### src/design/orbr_pkg.sv
`timescale 1ns / 1ps
`default_nettype none

package orbr_pkg;

    localparam logic MODE_PUBLISH = 1'b0;
    localparam logic MODE_READ    = 1'b1;

    localparam int           BYTE_LANES = 8;
    localparam logic [3:0]   BYTE_MAX   = 4'd8;

    // commands from the controller to the datapath
    typedef struct packed {
        logic publish;   // write the accepted word into the store
        logic capture;   // latch the reader id of an accepted read
        logic resolve;   // work out the reader position and read the slot
    } t_cmd;

endpackage

`default_nettype wire

### src/design/orbr_if.sv
`timescale 1ns / 1ps
`default_nettype none

interface orbr_in_if;
    logic        valid;
    logic        ready;
    logic        mode;
    logic [1:0]  reader_id;
    logic [63:0] payload;
    logic [3:0]  byte_count;

    modport source (output valid, mode, reader_id, payload, byte_count, input ready);
    modport sink   (input valid, mode, reader_id, payload, byte_count, output ready);
endinterface

interface orbr_out_if;
    logic        valid;
    logic        ready;
    logic        has_message;
    logic [63:0] message_payload;
    logic [3:0]  message_byte_count;
    logic [31:0] message_position;

    modport source (output valid, has_message, message_payload, message_byte_count,
                    message_position, input ready);
    modport sink   (input valid, has_message, message_payload, message_byte_count,
                    message_position, output ready);
endinterface

`default_nettype wire

### src/design/orbr_ctrl.sv
`timescale 1ns / 1ps
`default_nettype none

module orbr_ctrl (
    input  wire logic          i_clk,
    input  wire logic          i_rst_n,
    input  wire logic          i_in_valid,
    input  wire logic          i_in_mode,
    input  wire logic          i_out_ready,
    output logic               o_in_ready,
    output logic               o_out_valid,
    output orbr_pkg::t_cmd     o_cmd
);
    import orbr_pkg::*;

    typedef enum logic [2:0] {
        S_IDLE    = 3'b001,
        S_RESOLVE = 3'b010,
        S_OUT     = 3'b100
    } t_state;

    t_state r_state;
    t_state n_state;
    logic   w_accept;

    assign o_in_ready  = (r_state == S_IDLE);
    assign o_out_valid = (r_state == S_OUT);
    assign w_accept    = i_in_valid && o_in_ready;

    always_comb begin
        o_cmd.publish = w_accept && (i_in_mode == MODE_PUBLISH);
        o_cmd.capture = w_accept && (i_in_mode == MODE_READ);
        o_cmd.resolve = (r_state == S_RESOLVE);
    end

    always_comb begin
        n_state = r_state;
        unique case (r_state)
            S_IDLE: begin
                if (w_accept && (i_in_mode == MODE_READ)) n_state = S_RESOLVE;
            end
            S_RESOLVE: begin
                n_state = S_OUT;
            end
            S_OUT: begin
                if (i_out_ready) n_state = S_IDLE;
            end
            default: begin
                n_state = S_IDLE;
            end
        endcase
    end

    always_ff @(posedge i_clk) begin
        if (!i_rst_n) begin
            r_state <= S_IDLE;
        end else begin
            r_state <= n_state;
        end
    end

endmodule

`default_nettype wire

### src/design/orbr_dpath.sv
`timescale 1ns / 1ps
`default_nettype none

module orbr_dpath #(
    parameter int DEPTH   = 16,
    parameter int READERS = 4
) (
    input  wire logic           i_clk,
    input  wire logic           i_rst_n,
    input  wire orbr_pkg::t_cmd i_cmd,
    input  wire logic [1:0]     i_reader_id,
    input  wire logic [63:0]    i_payload,
    input  wire logic [3:0]     i_byte_count,
    output logic                o_has_message,
    output logic [63:0]         o_message_payload,
    output logic [3:0]          o_message_byte_count,
    output logic [31:0]         o_message_position
);
    import orbr_pkg::*;

    localparam int AW = (DEPTH > 1) ? $clog2(DEPTH) : 1;
    localparam int RW = (READERS > 1) ? $clog2(READERS) : 1;
    localparam logic [31:0]   DEPTH_W        = 32'(DEPTH);
    localparam logic [31:0]   BACK_W         = 32'(DEPTH - 1);
    localparam logic [31:0]   READERS_W      = 32'(READERS);
    localparam logic [AW-1:0] SLOT_LAST      = AW'(DEPTH - 1);
    // the first oldest position after the store fills is always 2
    localparam logic [AW-1:0] OLD_FIRST_SLOT = AW'(2 % DEPTH);

    // counters and their slot indexes, kept in step to avoid a modulo
    logic [31:0]   r_wc;
    logic [AW-1:0] r_wslot;
    logic [31:0]   r_oldest;
    logic [AW-1:0] r_oslot;
    logic          r_old_live;
    logic          r_full;

    logic [31:0]   r_pos     [READERS];
    logic [AW-1:0] r_pslot   [READERS];
    logic          r_started [READERS];

    logic [1:0]    r_rid;
    logic          r_has;
    logic [31:0]   r_mpos;

    logic [63:0]   r_mem_bytes [DEPTH];
    logic [3:0]    r_mem_cnt   [DEPTH];
    logic [63:0]   r_q_bytes;
    logic [3:0]    r_q_cnt;

    // publish path
    logic [3:0]            w_cnt;
    logic [BYTE_LANES-1:0] w_be;
    logic [31:0]           w_wc_inc;
    logic [AW-1:0]         w_wslot_inc;
    logic [31:0]           w_old_inc;
    logic [AW-1:0]         w_oslot_inc;

    always_comb begin
        w_cnt = (i_byte_count > BYTE_MAX) ? BYTE_MAX : i_byte_count;
        for (int b = 0; b < BYTE_LANES; b++) begin
            w_be[b] = (4'(b) < w_cnt);
        end
        w_wc_inc    = r_wc + 32'd1;
        w_wslot_inc = ((w_wc_inc == 32'd0) || (r_wslot == SLOT_LAST))
                      ? '0 : r_wslot + AW'(1);
        w_old_inc   = w_wc_inc - BACK_W;
        w_oslot_inc = ((w_old_inc == 32'd0) || (r_oslot == SLOT_LAST))
                      ? '0 : r_oslot + AW'(1);
    end

    // read path
    logic          w_rid_ok;
    logic [RW-1:0] w_idx;
    logic [31:0]   w_wanted;
    logic          w_near;
    logic          w_hit;
    logic [31:0]   w_new_pos;
    logic [AW-1:0] w_new_slot;
    logic [AW-1:0] w_next_slot;

    always_comb begin
        w_rid_ok    = (32'(r_rid) < READERS_W);
        w_idx       = w_rid_ok ? RW'(r_rid) : '0;
        w_wanted    = r_started[w_idx] ? r_pos[w_idx] + 32'd1 : r_oldest;
        w_near      = ((r_wc - w_wanted) < DEPTH_W);
        w_hit       = w_rid_ok && (w_wanted != r_wc);
        w_new_pos   = w_near ? w_wanted : r_oldest;
        w_next_slot = ((w_wanted == 32'd0) || (r_pslot[w_idx] == SLOT_LAST))
                      ? '0 : r_pslot[w_idx] + AW'(1);
        // step the reader's slot only when it advances by one
        w_new_slot  = (r_started[w_idx] && w_near) ? w_next_slot : r_oslot;
    end

    always_ff @(posedge i_clk) begin
        if (!i_rst_n) begin
            r_wc       <= '0;
            r_wslot    <= '0;
            r_oldest   <= '0;
            r_oslot    <= '0;
            r_old_live <= 1'b0;
            r_full     <= 1'b0;
        end else if (i_cmd.publish) begin
            r_wc    <= w_wc_inc;
            r_wslot <= w_wslot_inc;
            if (r_full) begin
                r_oldest   <= w_old_inc;
                r_oslot    <= r_old_live ? w_oslot_inc : OLD_FIRST_SLOT;
                r_old_live <= 1'b1;
            end else if (w_wslot_inc == '0) begin
                r_full <= 1'b1;
            end
        end
    end

    always_ff @(posedge i_clk) begin
        if (!i_rst_n) begin
            for (int r = 0; r < READERS; r++) begin
                r_started[r] <= 1'b0;
            end
        end else if (i_cmd.resolve && w_hit) begin
            r_started[w_idx] <= 1'b1;
        end
    end

    always_ff @(posedge i_clk) begin
        if (i_cmd.resolve && w_hit) begin
            r_pos[w_idx]   <= w_new_pos;
            r_pslot[w_idx] <= w_new_slot;
        end
        if (i_cmd.capture) begin
            r_rid <= i_reader_id;
        end
        if (i_cmd.resolve) begin
            r_has  <= w_hit;
            r_mpos <= w_new_pos;
        end
    end

    // slot store: byte-lane writes on publish, registered read on resolve
    always_ff @(posedge i_clk) begin
        if (i_cmd.publish) begin
            for (int b = 0; b < BYTE_LANES; b++) begin
                if (w_be[b]) r_mem_bytes[r_wslot][8*b +: 8] <= i_payload[8*b +: 8];
            end
            r_mem_cnt[r_wslot] <= w_cnt;
        end
        if (i_cmd.resolve) begin
            r_q_bytes <= r_mem_bytes[w_new_slot];
            r_q_cnt   <= r_mem_cnt[w_new_slot];
        end
    end

    assign o_has_message        = r_has;
    assign o_message_payload    = r_has ? r_q_bytes : 64'd0;
    assign o_message_byte_count = r_has ? r_q_cnt : 4'd0;
    assign o_message_position   = r_has ? r_mpos : 32'd0;

    a_full_sticks: assert property (@(posedge i_clk) disable iff (!i_rst_n)
        r_full |=> r_full)
        else $error("store full flag cleared");

    a_live_needs_full: assert property (@(posedge i_clk) disable iff (!i_rst_n)
        r_old_live |-> r_full)
        else $error("oldest position moved before store filled");

    a_oldest_trails: assert property (@(posedge i_clk) disable iff (!i_rst_n)
        (i_cmd.publish && r_full) |=> (r_oldest == r_wc - BACK_W))
        else $error("oldest position does not trail write count");

    a_no_overlap: assert property (@(posedge i_clk) disable iff (!i_rst_n)
        !(i_cmd.publish && (i_cmd.resolve || i_cmd.capture)))
        else $error("publish overlaps a read");

endmodule

`default_nettype wire

### src/design/overwriting_ring_buffer_readers.sv
// Publish word: written into the store at acceptance; no result.
// Read word: position resolve and registered store read share the resolve state, so the
// result is valid from the cycle after the resolve state; the next word is taken once
// the result is taken, so the block takes no new word while a read is in progress.
// Output stalls lengthen the read.
// Reset (synchronous, active low) clears counters and reader state; the slot store
// is not cleared and needs no clearing pass.
`timescale 1ns / 1ps
`default_nettype none

module overwriting_ring_buffer_readers #(
    parameter int DEPTH   = 16,
    parameter int READERS = 4
) (
    input  wire logic i_clk,
    input  wire logic i_rst_n,
    orbr_in_if.sink   i_in,
    orbr_out_if.source o_out
);
    import orbr_pkg::*;

    t_cmd w_cmd;

    orbr_ctrl u_ctrl (
        .i_clk       (i_clk),
        .i_rst_n     (i_rst_n),
        .i_in_valid  (i_in.valid),
        .i_in_mode   (i_in.mode),
        .i_out_ready (o_out.ready),
        .o_in_ready  (i_in.ready),
        .o_out_valid (o_out.valid),
        .o_cmd       (w_cmd)
    );

    orbr_dpath #(
        .DEPTH   (DEPTH),
        .READERS (READERS)
    ) u_dpath (
        .i_clk                (i_clk),
        .i_rst_n              (i_rst_n),
        .i_cmd                (w_cmd),
        .i_reader_id          (i_in.reader_id),
        .i_payload            (i_in.payload),
        .i_byte_count         (i_in.byte_count),
        .o_has_message        (o_out.has_message),
        .o_message_payload    (o_out.message_payload),
        .o_message_byte_count (o_out.message_byte_count),
        .o_message_position   (o_out.message_position)
    );

endmodule

`default_nettype wire

### src/flat_wrapper.sv
// flat-port wrapper written by rule: the top's interface ports become plain ports
module overwriting_ring_buffer_readers_flat import orbr_pkg::*;
#(
    parameter int DEPTH   = 16,
    parameter int READERS = 4
)
  (i_clk, i_rst_n, i_in_valid, i_in_mode, i_in_reader_id, i_in_payload, i_in_byte_count, i_in_ready, o_out_valid, o_out_has_message, o_out_message_payload, o_out_message_byte_count, o_out_message_position, o_out_ready);
  orbr_in_if i_in_i ();
  orbr_out_if o_out_i ();
  input  wire logic i_clk;
  input  wire logic i_rst_n;
  input wire logic [$bits(i_in_i.valid)-1:0] i_in_valid;
  input wire logic [$bits(i_in_i.mode)-1:0] i_in_mode;
  input wire logic [$bits(i_in_i.reader_id)-1:0] i_in_reader_id;
  input wire logic [$bits(i_in_i.payload)-1:0] i_in_payload;
  input wire logic [$bits(i_in_i.byte_count)-1:0] i_in_byte_count;
  output wire logic [$bits(i_in_i.ready)-1:0] i_in_ready;
  output wire logic [$bits(o_out_i.valid)-1:0] o_out_valid;
  output wire logic [$bits(o_out_i.has_message)-1:0] o_out_has_message;
  output wire logic [$bits(o_out_i.message_payload)-1:0] o_out_message_payload;
  output wire logic [$bits(o_out_i.message_byte_count)-1:0] o_out_message_byte_count;
  output wire logic [$bits(o_out_i.message_position)-1:0] o_out_message_position;
  input wire logic [$bits(o_out_i.ready)-1:0] o_out_ready;
  assign i_in_i.valid = i_in_valid;
  assign i_in_i.mode = i_in_mode;
  assign i_in_i.reader_id = i_in_reader_id;
  assign i_in_i.payload = i_in_payload;
  assign i_in_i.byte_count = i_in_byte_count;
  assign i_in_ready = i_in_i.ready;
  assign o_out_valid = o_out_i.valid;
  assign o_out_has_message = o_out_i.has_message;
  assign o_out_message_payload = o_out_i.message_payload;
  assign o_out_message_byte_count = o_out_i.message_byte_count;
  assign o_out_message_position = o_out_i.message_position;
  assign o_out_i.ready = o_out_ready;
  overwriting_ring_buffer_readers #(.DEPTH(DEPTH), .READERS(READERS)) u_core (.i_clk(i_clk), .i_rst_n(i_rst_n), .i_in(i_in_i), .o_out(o_out_i));
endmodule
### config.mk
export PLATFORM = sky130hd
export DESIGN_NAME = overwriting_ring_buffer_readers_flat
export DESIGN_NICKNAME = d
export VERILOG_FILES = /design/src/design/orbr_pkg.sv /design/src/design/orbr_if.sv /design/src/design/orbr_ctrl.sv /design/src/design/orbr_dpath.sv /design/src/design/overwriting_ring_buffer_readers.sv /design/src/flat_wrapper.sv
export SDC_FILE = /design/constraint.sdc
export NUM_CORES = 2
export LEC_CHECK = 0
export ABC_AREA = 1
export BUFFER_PORTS_ARGS = -buffer_cell sky130_fd_sc_hd__buf_2
export CORE_AREA = 10 10 484 439
export DETAILED_ROUTE_END_ITERATION = 7
export DIE_AREA = 0 0 494 449
export SLEW_MARGIN = 10
export SYNTH_ARGS = -nofsm -noshare
export SYNTH_HDL_FRONTEND = slang
export SYNTH_SLANG_ARGS = --single-unit
### constraint.sdc
create_clock -name i_clk -period 30.7 [get_ports i_clk]
set_input_delay 4.605 -clock i_clk [delete_from_list [all_inputs] [get_ports i_clk]]
set_output_delay 4.605 -clock i_clk [all_outputs]
set_load 0.01 [all_outputs]
# Word-level counts from Yosys, hierarchy flattened
# Memories as Yosys holds them, arrays and structs flattened. A register that Yosys moved wholly into a read port is not among the register bits.
# Cells that the tools add are included.
[classes]
n_lt_le_gt_ge = 10
n_reduce_logical = 15
n_addsub = 7
n_bitwise = 1
n_mux = 53
n_eq_ne = 9
[op_table]
columns = ["cell", "count"]
rows = [
  ["zero test 32 bit", 3],
  ["two-way mux 32 bit", 3],
  ["adder 32 x 1 -> 32 bit (second input constant)", 2],
  ["two-way mux 64 bit", 1],
  ["two-way mux 1 bit", 35],
  ["< comparator 32 x 5 -> 1 bit (second input constant)", 1],
  ["inequality test 32 bit", 1],
  ["subtractor 32 bit", 1],
  ["subtractor 32 x 4 -> 32 bit (second input constant)", 1],
  ["two-way mux 4 bit", 7],
  ["< comparator 3 x 4 -> 1 bit (first input constant)", 4],
  ["adder 4 x 1 -> 4 bit (second input constant)", 3],
  ["== test 4 bit (second input constant)", 3],
  ["one-hot mux 3 bit (3 select lines)", 1],
  ["< comparator 1 x 4 -> 1 bit (first input constant)", 2],
  ["< comparator 2 x 4 -> 1 bit (first input constant)", 2],
  ["two-way mux 2 bit", 4],
  ["two-way mux 3 bit", 2],
  ["logical AND 1 bit", 5],
  ["> comparator 4 bit (second input constant)", 1],
  ["zero test 4 bit", 1],
  ["inequality test 2 x 1 -> 1 bit (second input constant)", 2],
  ["AND reduction 2 bit", 2],
  ["== test 3 x 1 -> 1 bit (second input constant)", 1],
  ["other kinds (5)", 7],
]
[word_totals]
out_inout_bits = 103
n_memories = 5
ram_bits = 1236
ff_bits = 112
[memory_table]
columns = ["name", "words", "word_bits", "rd", "rd_clocked_by_memory_dff", "wr", "line", "source"]
rows = [
  ["u_core.u_dpath.r_mem_bytes", 16, 64, 1, 1, 1, "orbr_dpath.sv:46", "logic [63:0] r_mem_bytes [DEPTH];"],
  ["u_core.u_dpath.r_pos", 4, 32, 1, 1, 1, "orbr_dpath.sv:38", "logic [31:0] r_pos [READERS];"],
  ["u_core.u_dpath.r_mem_cnt", 16, 4, 1, 1, 1, "orbr_dpath.sv:47", "logic [3:0] r_mem_cnt [DEPTH];"],
  ["u_core.u_dpath.r_pslot", 4, 4, 1, 1, 1, "orbr_dpath.sv:39", "logic [AW-1:0] r_pslot [READERS];"],
  ["u_core.u_dpath.r_started", 4, 1, 1, 1, 4, "orbr_dpath.sv:40", "logic r_started [READERS];"],
]

# Longest topological paths before layout
[logic_depth]
word_depth = 9
ltp_mapped = 43

# Cells and area by module
# From an unflattened synthesis, not the netlist that was laid out.
[unflattened]
cells_unflattened = 6878
hier_area_um2 = 66417.4
[by_module_without_submodules]
columns = ["mod", "cells_per_inst", "seq_area_each_um2", "instances", "area_each_um2"]
rows = [
  ["orbr_dpath", 6852, 41700.0, 1, 66237.3],
  ["orbr_ctrl", 26, 60.1, 1, 180.2],
]

# Worst setup path after synthesis
# No wires, ideal clock.
[synth_path]
path_kind = "reg-to-reg"
start = "reg u_core.u_ctrl.r_state[1]"
end = "mem u_core.u_dpath.r_pos[2][0], enable pin"
path_buffers = 0
required_time_ns = 30.223
arrival_ns = 10.770
path_stages_with_launch = 5
period_less_slack_ns = 11.246
path_slack_ns = 19.454
setup_ns = 0.477
path_cell_list = "dfxtp_1 -> inv_1 -> nor3_1 -> nand2_1 -> nor3_1"
[synth_between]
elab_chain_cells = 4
[synth_lines]
columns = ["item", "line", "source"]
rows = [
  ["start: declaration", "orbr_ctrl.sv:22", "t_state r_state;"],
  ["start signal: assignment", "orbr_ctrl.sv:58", "r_state <= n_state;"],
  ["== test 3 x 2 -> 1 bit", "orbr_ctrl.sv:33", "o_cmd.resolve = (r_state == S_RESOLVE);"],
  ["logical AND 1 bit", "orbr_dpath.sv:127", "if (i_cmd.resolve && w_hit) begin"],
  ["two-way mux 1 bit", "orbr_dpath.sv:127", ""],
  ["two-way mux 1 bit (implied by the code)", "orbr_dpath.sv:128", "r_pos[w_idx] <= w_new_pos;"],
  ["end: declaration", "orbr_dpath.sv:38", ""],
]
# No other way between the ends.

==> impl_metrics.py <==
metrics = {
    "drt": {
        "routed_via_density": 5.01,
        "avgRoutedWirePerCell_um": 19.9,
        "drc": 0,
        "routed_wl_mm": 193,
        "drtPass1Iterations": 7,
        "number_of_vias_after_detailed_routing": 48700,
        "number_of_drc_markers_in_iteration_0": 5326,
        "final_ant_viol_nets": 0,
    },
    "pwr": {
        "ir_worst_vdd_v": 0.0000511,
        "power_density_mw_per_mm2": 57.3,
        "design_power_total_mw": 4.25,
        "p_leak_nw": 29.9,
    },
    "sta": {
        "finalCriticalPeriod_ps": 10000,
        "slew_viol_final": 0,
        "timing.final.hold_violations": 0,
        "final.setup_skew_ps": 74.1,
        "final.setup.worst_slack_ps": 20700,
        "finalHoldWorstSlack_ps": 462,
        "maxClockFrequency_ghz": 0.100,
        "final.setup.tns_ps": 0,
        "relSlewSlack_pct": 19.1,
        "final_min_period_over_clock_period_pct": 32.6,
        "grt_setup_unrepaired": "no",
        "report.final.setup_viol": 0,
        "measured_slew_at_the_worst_slew_check_pin_ps": 1210,
    },
    "die": {
        "floorplan.die.width_um": 494,
        "dieArea_mm2": 0.222,
        "starting_density_of_the_core_pct": 32.8,
        "io_pins": 178,
        "die-height_um": 449,
        "core.rowCount": 157,
        "coreArea_mm2": 0.202,
    },
    "final_layout": {
        "stdcell_area_mm2": 0.0743,
        "total_number_of_nets_in_the_final_design": 7004,
        "area.growth.synth_to_final_pct": 11.8,
        "filler_instances": 20100,
        "drive_gt1_share_pct": 7.86,
    },
    "clock_tree": {
        "post_cts.resized_instances": 0,
        "cts_made_buffers": 148,
        "post_cts_buffers": 0,
        "clkTransAtPathRegs_ps": 60,
        "htree_levels": 4,
        "worst_skew_pair_latency_ps": 800,
        "hold_buffers": 0,
        "cts_sinks": 1418,
        "clockRootBuffer": "sky130_fd_sc_hd__clkbuf_16",
        "tritoncts": "built",
        "clock_tree_buf_depth": 3,
    },
    "yosys": {
        "synth_enable_flop_cells": 1336,
        "synth.net_count": 6973,
        "netlist.top_cell.by_area": "sky130_fd_sc_hd__edfxtp_1",
        "syn-cell-area_mm2": 0.0664,
        "postSynth.asyncResetShare_pct": 0,
        "post-synth-top-area-fraction_pct": 60.4,
        "netlist_top_cells_area": "sky130_fd_sc_hd__edfxtp_1, sky130_fd_sc_hd__nand2_1, sky130_fd_sc_hd__nand3_1, sky130_fd_sc_hd__inv_1, sky130_fd_sc_hd__dfxtp_1",
        "synth-main-ff-cell": "sky130_fd_sc_hd__edfxtp_1",
        "yosys_warnings": 0,
        "synthDistinctLibCells": 53,
        "synth_sequential_area_ratio_pct": 62.9,
        "post_synth.cell_area_avg_um2": 9.66,
        "yosys_register_bits": 1418,
        "synthCells": 6875,
    },
    "flow_run": {
        "max_cap_viols": 0,
    },
    "place": {
        "placed_cell_area_mm2": 0.0695,
        "port_buf_inserts": 177,
        "pre_cts_slack_ps": 20870,
        "place.detailed.hpwl_mm": 121,
        "place.gp.congestion": 0.945,
    },
    "worst_setup_path": {
        "worstSetupPathType": "reg -> reg",
        "cp_slowest_cell": "sky130_fd_sc_hd__buf_4",
        "critical_path.max_fanout": 107,
        "arrival_ps": 10540,
        "cp_slowest_stage_delay_ps": 950,
        "critPathLaunchType": "flop",
        "cpMostUsedCell": "sky130_fd_sc_hd__nand2_1",
        "setup.worst_path.end_class": "flop",
        "critical_path_required_ps": 31240,
    },
    "min_path": {
        "worst_hold_path_type": "reg -> reg",
    },
    "grt": {
        "grt_util_all_layers_pct": 16.7,
        "grt_start_max_net_pins": 200,
        "number_of_global_route_vias_before_repair": 46200,
        "global_route_wire_length_before_repair_mm": 290,
        "globalRoute.totalOverflow": 0,
        "grt_antenna_before_repair": 18,
    },
    "status": {
        "outcome": "complete, no violations",
    },
}
-- registers in the layout (all words and copies together) (netlist names), named ones only --
name and count:
u_core.u_dpath.r_oldest 32, u_core.u_dpath.r_mem_bytes 1024, u_core.u_dpath.r_oslot 4, u_core.u_dpath.r_full 1, u_core.u_dpath.r_wc 32, u_core.u_dpath.r_mpos 32, u_core.u_dpath.r_mem_cnt 64, u_core.u_dpath.r_rid 2
u_core.u_ctrl.r_state 3, u_core.u_dpath.r_started 4, u_core.u_dpath.r_wslot 4, u_core.u_dpath.r_pos 128, u_core.u_dpath.r_old_live 1, u_core.u_dpath.r_q_cnt 4, u_core.u_dpath.r_q_bytes 64, u_core.u_dpath.r_pslot 16
u_core.u_dpath.o_has_message 1
-- cell type report --
cell class              count  area (um^2)  area share, %
diodes                      2         5.00        0.00674
clock buffers             192         3920           5.28
clock inverters            73          820           1.10
inverters                 780         2950           3.97
multi-input cells        4297        19900           26.8
flip-flops and latches   1418        41800           56.2
well taps                2703         3380           4.55
repair buffers            261         1550           2.09
-- report_power, final --
group          total [mW]  internal (mW)  leakage, nW  switching, mW
logic               0.348         0.0890         15.1          0.259
clock network        1.76          0.981         2.25          0.783
registers            2.14           2.13         12.6         0.0129
-- path summary, 6_finish.rpt --
path                                          start                                      to  slack (ps)  cells past startpoint
max reg2reg                                    flop  u_core.u_dpath.r_q_bytes[37]$_DFFE_PP_       20700                     39
min          u_core.u_dpath.r_old_live$_SDFFE_PN0P_  u_core.u_dpath.r_old_live$_SDFFE_PN0P_         460                      2
min reg2reg  u_core.u_dpath.r_old_live$_SDFFE_PN0P_  u_core.u_dpath.r_old_live$_SDFFE_PN0P_         460                      2
max                                            flop  u_core.u_dpath.r_q_bytes[37]$_DFFE_PP_       20700                     39
-- routing by layer --
layer	global-route usage (%)	vias to the layer above	share of wire [%]
met1	23.5	23500	44
li1	-	23100	-
met5	0	-	0.037
met3	2.84	306	7.4
met2	26.3	1835	46
met4	4.85	12	2.7
-- cell usage in the layout (no fill, tap or decap), drive strengths merged, types with 34 or more instances in the layout --
cell    count
edfxtp   1336
a21oi      88
o21ai     119
nand4      49
nand3b    140
dfxtp      82
nor2      375
nand2    1974
xor2       57
buf       261
clkbuf    192
clkinv     55
inv       779
nor3       34
nand3    1360
-- cells in the mapped netlist (all sizes together) (5+ instances only) --
library cell	instances
nand2	1974
nand3	1360
edfxtp	1336
inv	775
nor2	375
buf	261
nand3b	140
clkbuf	119
o21ai	119
a21oi	88
dfxtp	82
xor2	57
nand4	49
nor3	34
ha	23
o211ai	13
xnor2	11
nor4	10
or2	7
o22ai	6
clkinv	5
-- logic make-up after synthesis --
logic type,count (synthesis),synth area share [%]
buffers and inverters,1160,7.31
DFF,1418,62.9
adders and majority gates,23,0.433
AOI/OAI and AO/OA,246,2.00
muxes,1,0.0151
and+or+nand+nor,3959,26.5
xor gates and xnor gates,68,0.897
-- critical path: cells and delay by family (launching register included) --
kind            cells  cell delay [ps]
fa+ha+maj           1              220
buf+inv            10             4740
flops               1              320
simple gates       25             3350
compound gates      3              800
-- through the flow --
step | util, % | std cells
5_1_grt | 36.7 | 9726
6_report | 36.7 | 9726
3_3_place_gp | 34.4 | 9459
3_5_place_dp | 34.4 | 9459
4_1_cts | 36.7 | 9724
2_1_floorplan | - | 6875
(Power assumes the default switching activity.)
